File: src/rtl/wsd_pkg.sv
// Package with the types and constants shared by the WebSocket deframer modules.
`timescale 1ns / 1ps

package wsd_pkg;

  // Seven-bit length codes that announce an extended length.
  localparam logic [6:0] LEN16_CODE = 7'd126;
  localparam logic [6:0] LEN64_CODE = 7'd127;

  // Opcode of a close frame.
  localparam logic [6:0] CLOSE_OP = 7'h08;

  // Number of extended length bytes for each length form.
  localparam logic [3:0] EXT16_BYTES = 4'd2;
  localparam logic [3:0] EXT64_BYTES = 4'd8;

  // Number of mask key bytes in every frame.
  localparam logic [2:0] KEY_BYTES = 3'd4;

  // Parser phases.
  typedef enum logic [2:0] {
    PH_HDR0   = 3'd0,
    PH_HDR1   = 3'd1,
    PH_EXT    = 3'd2,
    PH_KEY    = 3'd3,
    PH_DATA   = 3'd4,
    PH_CLOSED = 3'd5
  } phase_e;

  // Result kinds.
  typedef enum logic [1:0] {
    KIND_DATA  = 2'd0,
    KIND_CLOSE = 2'd1,
    KIND_EMPTY = 2'd2
  } kind_e;

  // One result item as it travels from the parser to the output register.
  typedef struct packed {
    kind_e      kind;
    logic [7:0] data_byte;
    logic [6:0] frame_opcode;
    logic       last;
  } result_t;

endpackage

File: src/rtl/wsd_parser.sv
// Frame parser: header, length, mask key and payload state, one byte per step.
`timescale 1ns / 1ps

module wsd_parser (
  input  logic             clk_i,
  input  logic             rst_ni,
  input  logic             step_i,
  input  logic [7:0]       rx_byte_i,
  output logic             emit_o,
  output wsd_pkg::result_t result_o
);

  wsd_pkg::phase_e phase_q, phase_d;
  logic [6:0]  opcode_q, opcode_d;
  logic [63:0] length_q, length_d;
  logic [63:0] remain_q, remain_d;
  logic [1:0]  idx_q, idx_d;
  logic [3:0]  ext_left_q, ext_left_d;
  logic [31:0] key_q, key_d;
  logic [2:0]  key_left_q, key_left_d;

  logic [6:0] len7;
  logic [7:0] key_byte;

  assign len7 = rx_byte_i[6:0];

  // Key byte for the current payload position, first received byte first.
  always_comb begin
    case (idx_q)
      2'd0:    key_byte = key_q[31:24];
      2'd1:    key_byte = key_q[23:16];
      2'd2:    key_byte = key_q[15:8];
      default: key_byte = key_q[7:0];
    endcase
  end

  // Next state and the result of the current byte.
  always_comb begin
    phase_d    = phase_q;
    opcode_d   = opcode_q;
    length_d   = length_q;
    remain_d   = remain_q;
    idx_d      = idx_q;
    ext_left_d = ext_left_q;
    key_d      = key_q;
    key_left_d = key_left_q;

    emit_o                = 1'b0;
    result_o.kind         = wsd_pkg::KIND_DATA;
    result_o.data_byte    = 8'd0;
    result_o.frame_opcode = opcode_q;
    result_o.last         = 1'b1;

    unique case (phase_q)
      wsd_pkg::PH_HDR1: begin
        if (opcode_q == wsd_pkg::CLOSE_OP) begin
          phase_d       = wsd_pkg::PH_CLOSED;
          emit_o        = 1'b1;
          result_o.kind = wsd_pkg::KIND_CLOSE;
        end else if (len7 == wsd_pkg::LEN16_CODE) begin
          length_d   = '0;
          ext_left_d = wsd_pkg::EXT16_BYTES;
          phase_d    = wsd_pkg::PH_EXT;
        end else if (len7 == wsd_pkg::LEN64_CODE) begin
          length_d   = '0;
          ext_left_d = wsd_pkg::EXT64_BYTES;
          phase_d    = wsd_pkg::PH_EXT;
        end else begin
          length_d   = {57'd0, len7};
          key_left_d = wsd_pkg::KEY_BYTES;
          phase_d    = wsd_pkg::PH_KEY;
        end
      end
      wsd_pkg::PH_EXT: begin
        length_d   = {length_q[55:0], rx_byte_i};
        ext_left_d = ext_left_q - 4'd1;
        if (ext_left_q == 4'd1) begin
          key_left_d = wsd_pkg::KEY_BYTES;
          phase_d    = wsd_pkg::PH_KEY;
        end
      end
      wsd_pkg::PH_KEY: begin
        key_d      = {key_q[23:0], rx_byte_i};
        key_left_d = key_left_q - 3'd1;
        if (key_left_q == 3'd1) begin
          idx_d    = 2'd0;
          remain_d = length_q;
          if (length_q == 64'd0) begin
            phase_d       = wsd_pkg::PH_HDR0;
            emit_o        = 1'b1;
            result_o.kind = wsd_pkg::KIND_EMPTY;
          end else begin
            phase_d = wsd_pkg::PH_DATA;
          end
        end
      end
      wsd_pkg::PH_DATA: begin
        // A down-counter of the bytes still to come marks the last payload byte.
        idx_d              = idx_q + 2'd1;
        remain_d           = remain_q - 64'd1;
        emit_o             = 1'b1;
        result_o.data_byte = rx_byte_i ^ key_byte;
        result_o.last      = (remain_q == 64'd1);
        if (remain_q == 64'd1) begin
          phase_d = wsd_pkg::PH_HDR0;
        end
      end
      wsd_pkg::PH_CLOSED: begin
        // Everything after a close frame is dropped until reset.
      end
      default: begin
        opcode_d = rx_byte_i[6:0];
        phase_d  = wsd_pkg::PH_HDR1;
      end
    endcase
  end

  // State registers, updated only when a byte is processed.
  always_ff @(posedge clk_i or negedge rst_ni) begin
    if (!rst_ni) begin
      phase_q    <= wsd_pkg::PH_HDR0;
      opcode_q   <= '0;
      length_q   <= '0;
      remain_q   <= '0;
      idx_q      <= '0;
      ext_left_q <= '0;
      key_q      <= '0;
      key_left_q <= '0;
    end else if (step_i) begin
      phase_q    <= phase_d;
      opcode_q   <= opcode_d;
      length_q   <= length_d;
      remain_q   <= remain_d;
      idx_q      <= idx_d;
      ext_left_q <= ext_left_d;
      key_q      <= key_d;
      key_left_q <= key_left_d;
    end
  end

endmodule

File: src/rtl/websocket_frame_deframer.sv
// Top level of the WebSocket frame deframer: input register, parser and result register.
// An accepted byte is held in the input register, and its result then in the result register.
// Throughput: one byte per cycle while the output is not held; the parser state steps once per byte.
// The input register and the result register let a byte be taken while a result waits.
// Reset is asynchronous and active low; it returns the parser to the first header byte
// and clears the close condition, the length, the counters and the mask key.
`timescale 1ns / 1ps

module websocket_frame_deframer (
  input  logic       clk_i,
  input  logic       rst_ni,
  input  logic       in_valid_i,
  output logic       in_ready_o,
  input  logic [7:0] rx_byte_i,
  output logic       out_valid_o,
  input  logic       out_ready_i,
  output logic [1:0] kind_o,
  output logic [7:0] data_byte_o,
  output logic [6:0] frame_opcode_o,
  output logic       last_o
);

  logic             in_valid_q;
  logic [7:0]       byte_q;
  logic             out_valid_q;
  wsd_pkg::result_t result_q;
  wsd_pkg::result_t result;
  logic             emit;
  logic             step;

  // A buffered item moves on when the result register is free or being emptied.
  assign step       = in_valid_q && (!out_valid_q || out_ready_i);
  assign in_ready_o = !in_valid_q || step;

  // Input register.
  always_ff @(posedge clk_i or negedge rst_ni) begin
    if (!rst_ni) begin
      in_valid_q <= 1'b0;
    end else if (in_ready_o) begin
      in_valid_q <= in_valid_i;
    end
  end

  always_ff @(posedge clk_i) begin
    if (in_valid_i && in_ready_o) begin
      byte_q <= rx_byte_i;
    end
  end

  wsd_parser u_parser (
    .clk_i     (clk_i),
    .rst_ni    (rst_ni),
    .step_i    (step),
    .rx_byte_i (byte_q),
    .emit_o    (emit),
    .result_o  (result)
  );

  // Result register.
  always_ff @(posedge clk_i or negedge rst_ni) begin
    if (!rst_ni) begin
      out_valid_q <= 1'b0;
    end else if (step) begin
      out_valid_q <= emit;
    end else if (out_ready_i) begin
      out_valid_q <= 1'b0;
    end
  end

  always_ff @(posedge clk_i) begin
    if (step && emit) begin
      result_q <= result;
    end
  end

  assign out_valid_o    = out_valid_q;
  assign kind_o         = result_q.kind;
  assign data_byte_o    = result_q.data_byte;
  assign frame_opcode_o = result_q.frame_opcode;
  assign last_o         = result_q.last;

endmodule

File: config.mk
export PLATFORM = sky130hd
export DESIGN_NAME = websocket_frame_deframer
export DESIGN_NICKNAME = d
export VERILOG_FILES = /design/src/rtl/wsd_pkg.sv /design/src/rtl/wsd_parser.sv /design/src/rtl/websocket_frame_deframer.sv
export SDC_FILE = /design/constraint.sdc
export NUM_CORES = 1
export LEC_CHECK = 0
export BUFFER_PORTS_ARGS = -buffer_cell sky130_fd_sc_hd__buf_4
export CAP_MARGIN = 40
export CELL_PAD_IN_SITES_DETAIL_PLACEMENT = 0
export CELL_PAD_IN_SITES_GLOBAL_PLACEMENT = 1
export CORE_MARGIN = 3
export CORE_UTILIZATION = 45
export CTS_CLUSTER_DIAMETER = 80
export DETAILED_ROUTE_END_ITERATION = 8
export GPL_ROUTABILITY_DRIVEN = 0
export PLACE_DENSITY = 0.74
export SETUP_SLACK_MARGIN = 0.4
export SLEW_MARGIN = 40
export SYNTH_ARGS = -nofsm -noshare
export SYNTH_HDL_FRONTEND = slang
export SYNTH_HIERARCHICAL = 1
export SYNTH_SLANG_ARGS = --single-unit
File: constraint.sdc
create_clock -name clk_i -period 3.1 [get_ports clk_i]
set_clock_uncertainty 0.15 [all_clocks]
set_input_delay 0.465 -clock clk_i [delete_from_list [all_inputs] [get_ports clk_i]]
set_output_delay 0.465 -clock clk_i [all_outputs]
set_load 0.05 [all_outputs]
Word-level counts from Yosys, hierarchy flattened
Cells that the tools add are included.
{ "classes": {"addsub": 4, "n_eq_ne": 20, "n_mux": 36, "n_bitwise": 3, "n_reduce_logical": 21} }
{ "ops": {"columns": ["operator", "count"], "rows": [
  ["64-bit one-hot mux with 2 select lines", 2],
  ["64-bit 2-to-1 mux", 2],
  ["64-bit by 1-bit equality test with 1-bit output, second input constant", 1],
  ["64-bit zero test", 1],
  ["64-bit by 1-bit subtractor with 64-bit output, second input constant", 1],
  ["3-bit 2-to-1 mux", 10],
  ["8-bit one-hot mux with 3 select lines", 1],
  ["3-bit one-hot mux with 5 select lines", 1],
  ["7-bit equality test, second input constant", 2],
  ["7-bit 2-to-1 mux", 2],
  ["4-bit 2-to-1 mux", 3],
  ["3-bit one-hot mux with 3 select lines", 1],
  ["2-bit one-hot mux with 2 select lines", 2],
  ["4-bit one-hot mux with 2 select lines", 1],
  ["8-bit bitwise XOR", 1],
  ["7-bit by 4-bit equality test with 1-bit output, second input constant", 1],
  ["1-bit 2-to-1 mux", 7],
  ["3-bit by 1-bit equality test with 1-bit output, second input constant", 2],
  ["3-bit by 2-bit equality test with 1-bit output, second input constant", 2],
  ["3-bit equality test, second input constant", 2],
  ["2-bit 2-to-1 mux", 3],
  ["2-bit by 1-bit inequality test with 1-bit output, second input constant", 3],
  ["2-bit inequality test, second input constant", 3],
  ["3-bit AND reduction", 2],
  ["20 further kinds", 28]
]} }
{ "totals": {"ff_bits": 207, "elab_cells": 99} }

Depth between registers and ports, before layout
{ "depth": {"depth_word": 5, "mapped_depth": 10, "ltp_nobuf": 8} }

By module
The synthesis kept the hierarchy.
{ "modules_own_cells": {"columns": ["mod", "instances", "cells_each", "area_per_inst_um2", "seq_area_each_um2"], "rows": [
  ["wsd_parser", 1, 947, 9136.3, 4479.3],
  ["websocket_frame_deframer", 1, 36, 889.6, 830.8]
]} }

Least setup slack after synthesis
OpenSTA, ideal clock, no wires.
{ "synth_path": {"path_type": "reg2reg", "startpoint": "reg u_parser.remain_q[14]", "endpoint": "reg u_parser.phase_q[2]", "t_arrival_ps": 2699, "t_required_ps": 2830, "slack_ps": 132, "stages_incl_launch_ff": 6, "n_path_buf": 0, "period_less_slack_ps": 2968, "cell_sequence": "dfrtp_1 > or4_4 > or4_4 > or4_1 > or4_1 > a31o_1"} }
{ "synth_between": {"elab_chain_len": 3} }
{ "synth_lines": {"columns": ["element", "line_no", "rtl"], "rows": [
  ["start, declared", "wsd_parser.sv:16", "logic [63:0] remain_q, remain_d;"],
  ["start signal, assigned", "wsd_parser.sv:133", "remain_q <= remain_d;"],
  ["64-bit by 1-bit equality test with 1-bit output", "wsd_parser.sv:104", "if (remain_q == 64'd1) begin"],
  ["2-bit by 1-bit inequality test with 1-bit output (no source line)", null, null],
  ["5-bit AND reduction (no source line)", null, null],
  ["end signal, assigned", "wsd_parser.sv:121", "phase_q <= wsd_pkg::PH_HDR0;"],
  ["end signal, assigned", "wsd_parser.sv:130", "phase_q <= phase_d;"],
  ["end, declared", "wsd_parser.sv:13", "wsd_pkg::phase_e phase_q, phase_d;"]
]} }
Every way passes these cells.
A chain may end at the register's enable or synchronous reset.

Worst setup path in the final report
{ "layout_path": {"startpoint": "reg u_parser.remain_q[15]", "endpoint": "reg u_parser.phase_q[2]"} }
Same word-level chain as after synthesis.

==> results.md <==
* Buffers and inverters on the worst path at 0
* Worst Path Max Fanout at 4
* Fin worst setup slack at 0.278 ns
* Mapped Cells at slightly below 1,000
* CP most frequent cell: or4_4
* Worst skew pair latency at ~0.52 ns
* Gr ovfl total at 0
* F_max at around 350 MHz
* Status: finished clean
* Commonest non-fill, non-tap cell in the layout: dfrtp_1
* Number of global-route vias before repair at about 8,300
* Worst Setup SP: u_parser/remain_q[15]
* CP max-delay cell: or4_4
* Worst Tran Pin Value at around 0.74 ns
* Drt pass-1 iters at 6
* VDD IR max at approximately 0.00058 V
* Post-DR wirelength/cell at between 20 and 25 um
* Worst-path clk slew at 0.06 ns
* Hold crit path type: primary input to flop
* Maxcap violations at 0
* Crit path DAT at between 3 and 4 ns
* Synth unique cells at 59
* Setup TNS at 0 ns
* Startpoint Class: flop
* Post-Syn Area at ~10,000 um^2
* Total global routing track utilization at between 20% and 30%
* Syn Area/Cell at between 10 and 15 um^2
* Worst rel slew slack at around 50%
* Die area at 24,100 um^2
* Die Y at roughly 160 um
* Clock tree buffer depth at 3
* Via count at 8,391
* Power per cell area at 904 nW/um^2
* Area delta synth->final at 19.8%
* Crit end category: flop
* Reg2reg setup slack at 0.28 ns
* Layout cells sized above 1 at between 20% and 30%
* Worst EP required at between 3 and 4 ns
* FP Rows at 53
* Initial antenna violation count at 0
* Lkg Pwr at 5.13 nW
* Placed cells at between 1,000 and 1,500
* Most frequent cells in the layout: dfrtp_1 (178), nand2_1 (94), buf_4 (88)
* Critical path's top delay family: simple AND/OR/NAND/NOR gates
* Critical path class: flop to flop
* Worst R2R End: u_parser/phase_q[2]
* Dpl ws at approximately 0.16 ns
* Crit path depth at 5
* Die X at 155 um
* CP max stage delay at 0.56 ns
* Synth Register Bits at just over 200
* WL final at ~30 mm
* Fillers at 1,923
* Ys async rst share at between 80% and 90%
* Clock sink total at 207
* Initial core utilization at a little under half
* Drt first-iter violations at around 650
* Ys flop type: dfrtp_1
* Finished Layout Cells at around 1,300
* Placement-stage cell area at 10,900 um^2
* Tcrit/Tclk final at between 90% and 100%
* FF-to-FF path depth at 5
* First-pass GRT wire length at roughly 47 mm
* Post-route cell area at between 10,000 and 15,000 um^2
* Seq/Total Area, Yosys at 53.0%
* Setup crit end: u_parser/phase_q[2]
* Synth Warn # at 6
* # setup viols final at 0
* RSZ-0062 raised after global routing: yes
* Final Hold Vio Count at 0
* Routed Antenna Nets at 0
* Critical R2R Launch: u_parser/remain_q[15]
* Post-synth EDFFs at 26
* Final nets at 1,073
* DRC violations left at 0
* TritonCTS clock tree: built
* Number of I/O pins at 32
* Worst-path cell chain: or4_4 -> or4_4 -> or4_4 -> or4_1 -> a31o_1
* Max Slew Vio Count at 0
* Final core occ at 55.9%
* CTS root buf: clkbuf_16
* Port bufs at 31
* Vias per cell at approximately 6.3
* # diodes at 0
* Largest net degree at the start of global routing at 84
* H-tree depth at 1
* Syn nets at a little over 1,000
* Worst Hold Launch: out_ready_i
* Core Area at 21,500 um^2
* Final HPWL DP at ~19 mm
* CTS Buf Count at 23
* Tmin final at ~2.8 ns
-- worst reg2reg max path, stage by stage, from the launching register on --
cell and delay [ns]:
dfrtp_1 0.37, or4_4 0.56, or4_4 0.54, or4_4 0.46, or4_1 0.42, a31o_1 0.23
-- cell type report --
type | count | area (um^2) | area share [%]
flip-flops and latches | 207 | 5310 | 44.2
multi-input cells | 699 | 4660 | 38.8
repair buffers | 105 | 886 | 7.37
clock buffers | 33 | 673 | 5.60
well taps | 275 | 344 | 2.86
clock inverters | 9 | 87.6 | 0.729
inverters | 14 | 52.6 | 0.437
-- worst min path at each step --
stage | endpoint | slack [ns] | cells past startpoint
2_1_floorplan | in_valid_q | 0.02 | 0
3_3_place_gp | frame_opcode_o[3] | 0.29 | 0
3_5_place_dp | frame_opcode_o[3] | 0.30 | 0
4_1_cts | in_valid_q | 0.06 | 3
5_1_grt | in_valid_q | 0.08 | 3
6_report | in_valid_q | 0.08 | 3
-- state kept, by name, indices dropped and copies added, names as in the netlist, 4 cells and up --
signal / count
u_parser/length_q: 64
u_parser/ext_left_q: 4
u_parser/key_q: 32
frame_opcode_o: 7
data_byte_o: 8
u_parser/remain_q: 64
byte_q: 8
u_parser/opcode_q: 7
-- stage by stage --
step	hold WS, ns	total power (W)
after global placement	0.292	0.00787
after CTS	0.0613	0.0107
after detailed placement	0.297	0.00791
final	0.0800	0.0109
after global routing	0.0770	0.0115
after floorplan	0.0194	0.00667
-- report_power, final --
| group | internal (W) | total [W] | leakage, nW | switching, W |
|---|---|---|---|---|
| sequential | 0.00357 | 0.00454 | 2.60 | 0.000964 |
| clock | 0.00160 | 0.00275 | 0.379 | 0.00115 |
| combinational | 0.00163 | 0.00357 | 2.15 | 0.00194 |
| total | 0.00681 | 0.0109 | 5.13 | 0.00405 |
-- layer usage --
layer  track usage [%]  part of all wire, %
met3              4.26                  5.6
met2              37.6                   46
met1              35.1                   45
met5                 0                    0
met4              8.59                  3.3
-- timing repair --
item,CTS,global route
buffers inserted,0,4
gates resized for setup,5,31
hold buffers,10,0
endpoints found under the setup margin,28,39
endpoints found under the hold margin,86,0
pin swaps,0,7
-- logic make-up after synthesis --
family | after synthesis | share of synthesized area [%]
AOI/OAI and AO/OA | 270 | 18.5
muxes | 47 | 5.19
xor gates and xnor gates | 9 | 0.786
DFF | 207 | 53.0
adders and majority gates | 11 | 1.37
and+or+nand+nor | 362 | 18.3
buffers and inverters | 77 | 2.88
-- Yosys cell counts, drive strengths merged, types with 10 or more instances --
| cell | count | area share [%] |
|---|---|---|
| mux2 | 40 | 4.5 |
| o22ai | 22 | 1.4 |
| edfxtp | 26 | 7.8 |
| nand2 | 96 | 3.6 |
| ha | 11 | 1.4 |
| o21ai | 54 | 2.7 |
| clkbuf | 56 | 2.1 |
| nand4 | 13 | 0.81 |
| nor2 | 77 | 2.9 |
| nand3 | 17 | 0.85 |
| and2 | 10 | 0.62 |
| a21oi | 60 | 3.0 |
| a211oi | 11 | 0.82 |
| or4 | 16 | 1.3 |
| or3 | 12 | 0.75 |
| inv | 14 | 0.52 |
| a22o | 57 | 5.0 |
| nor3 | 47 | 2.3 |
| nor4 | 38 | 2.4 |
| dfrtp | 181 | 45 |
Note: power is estimated with default switching activity, not from simulation.
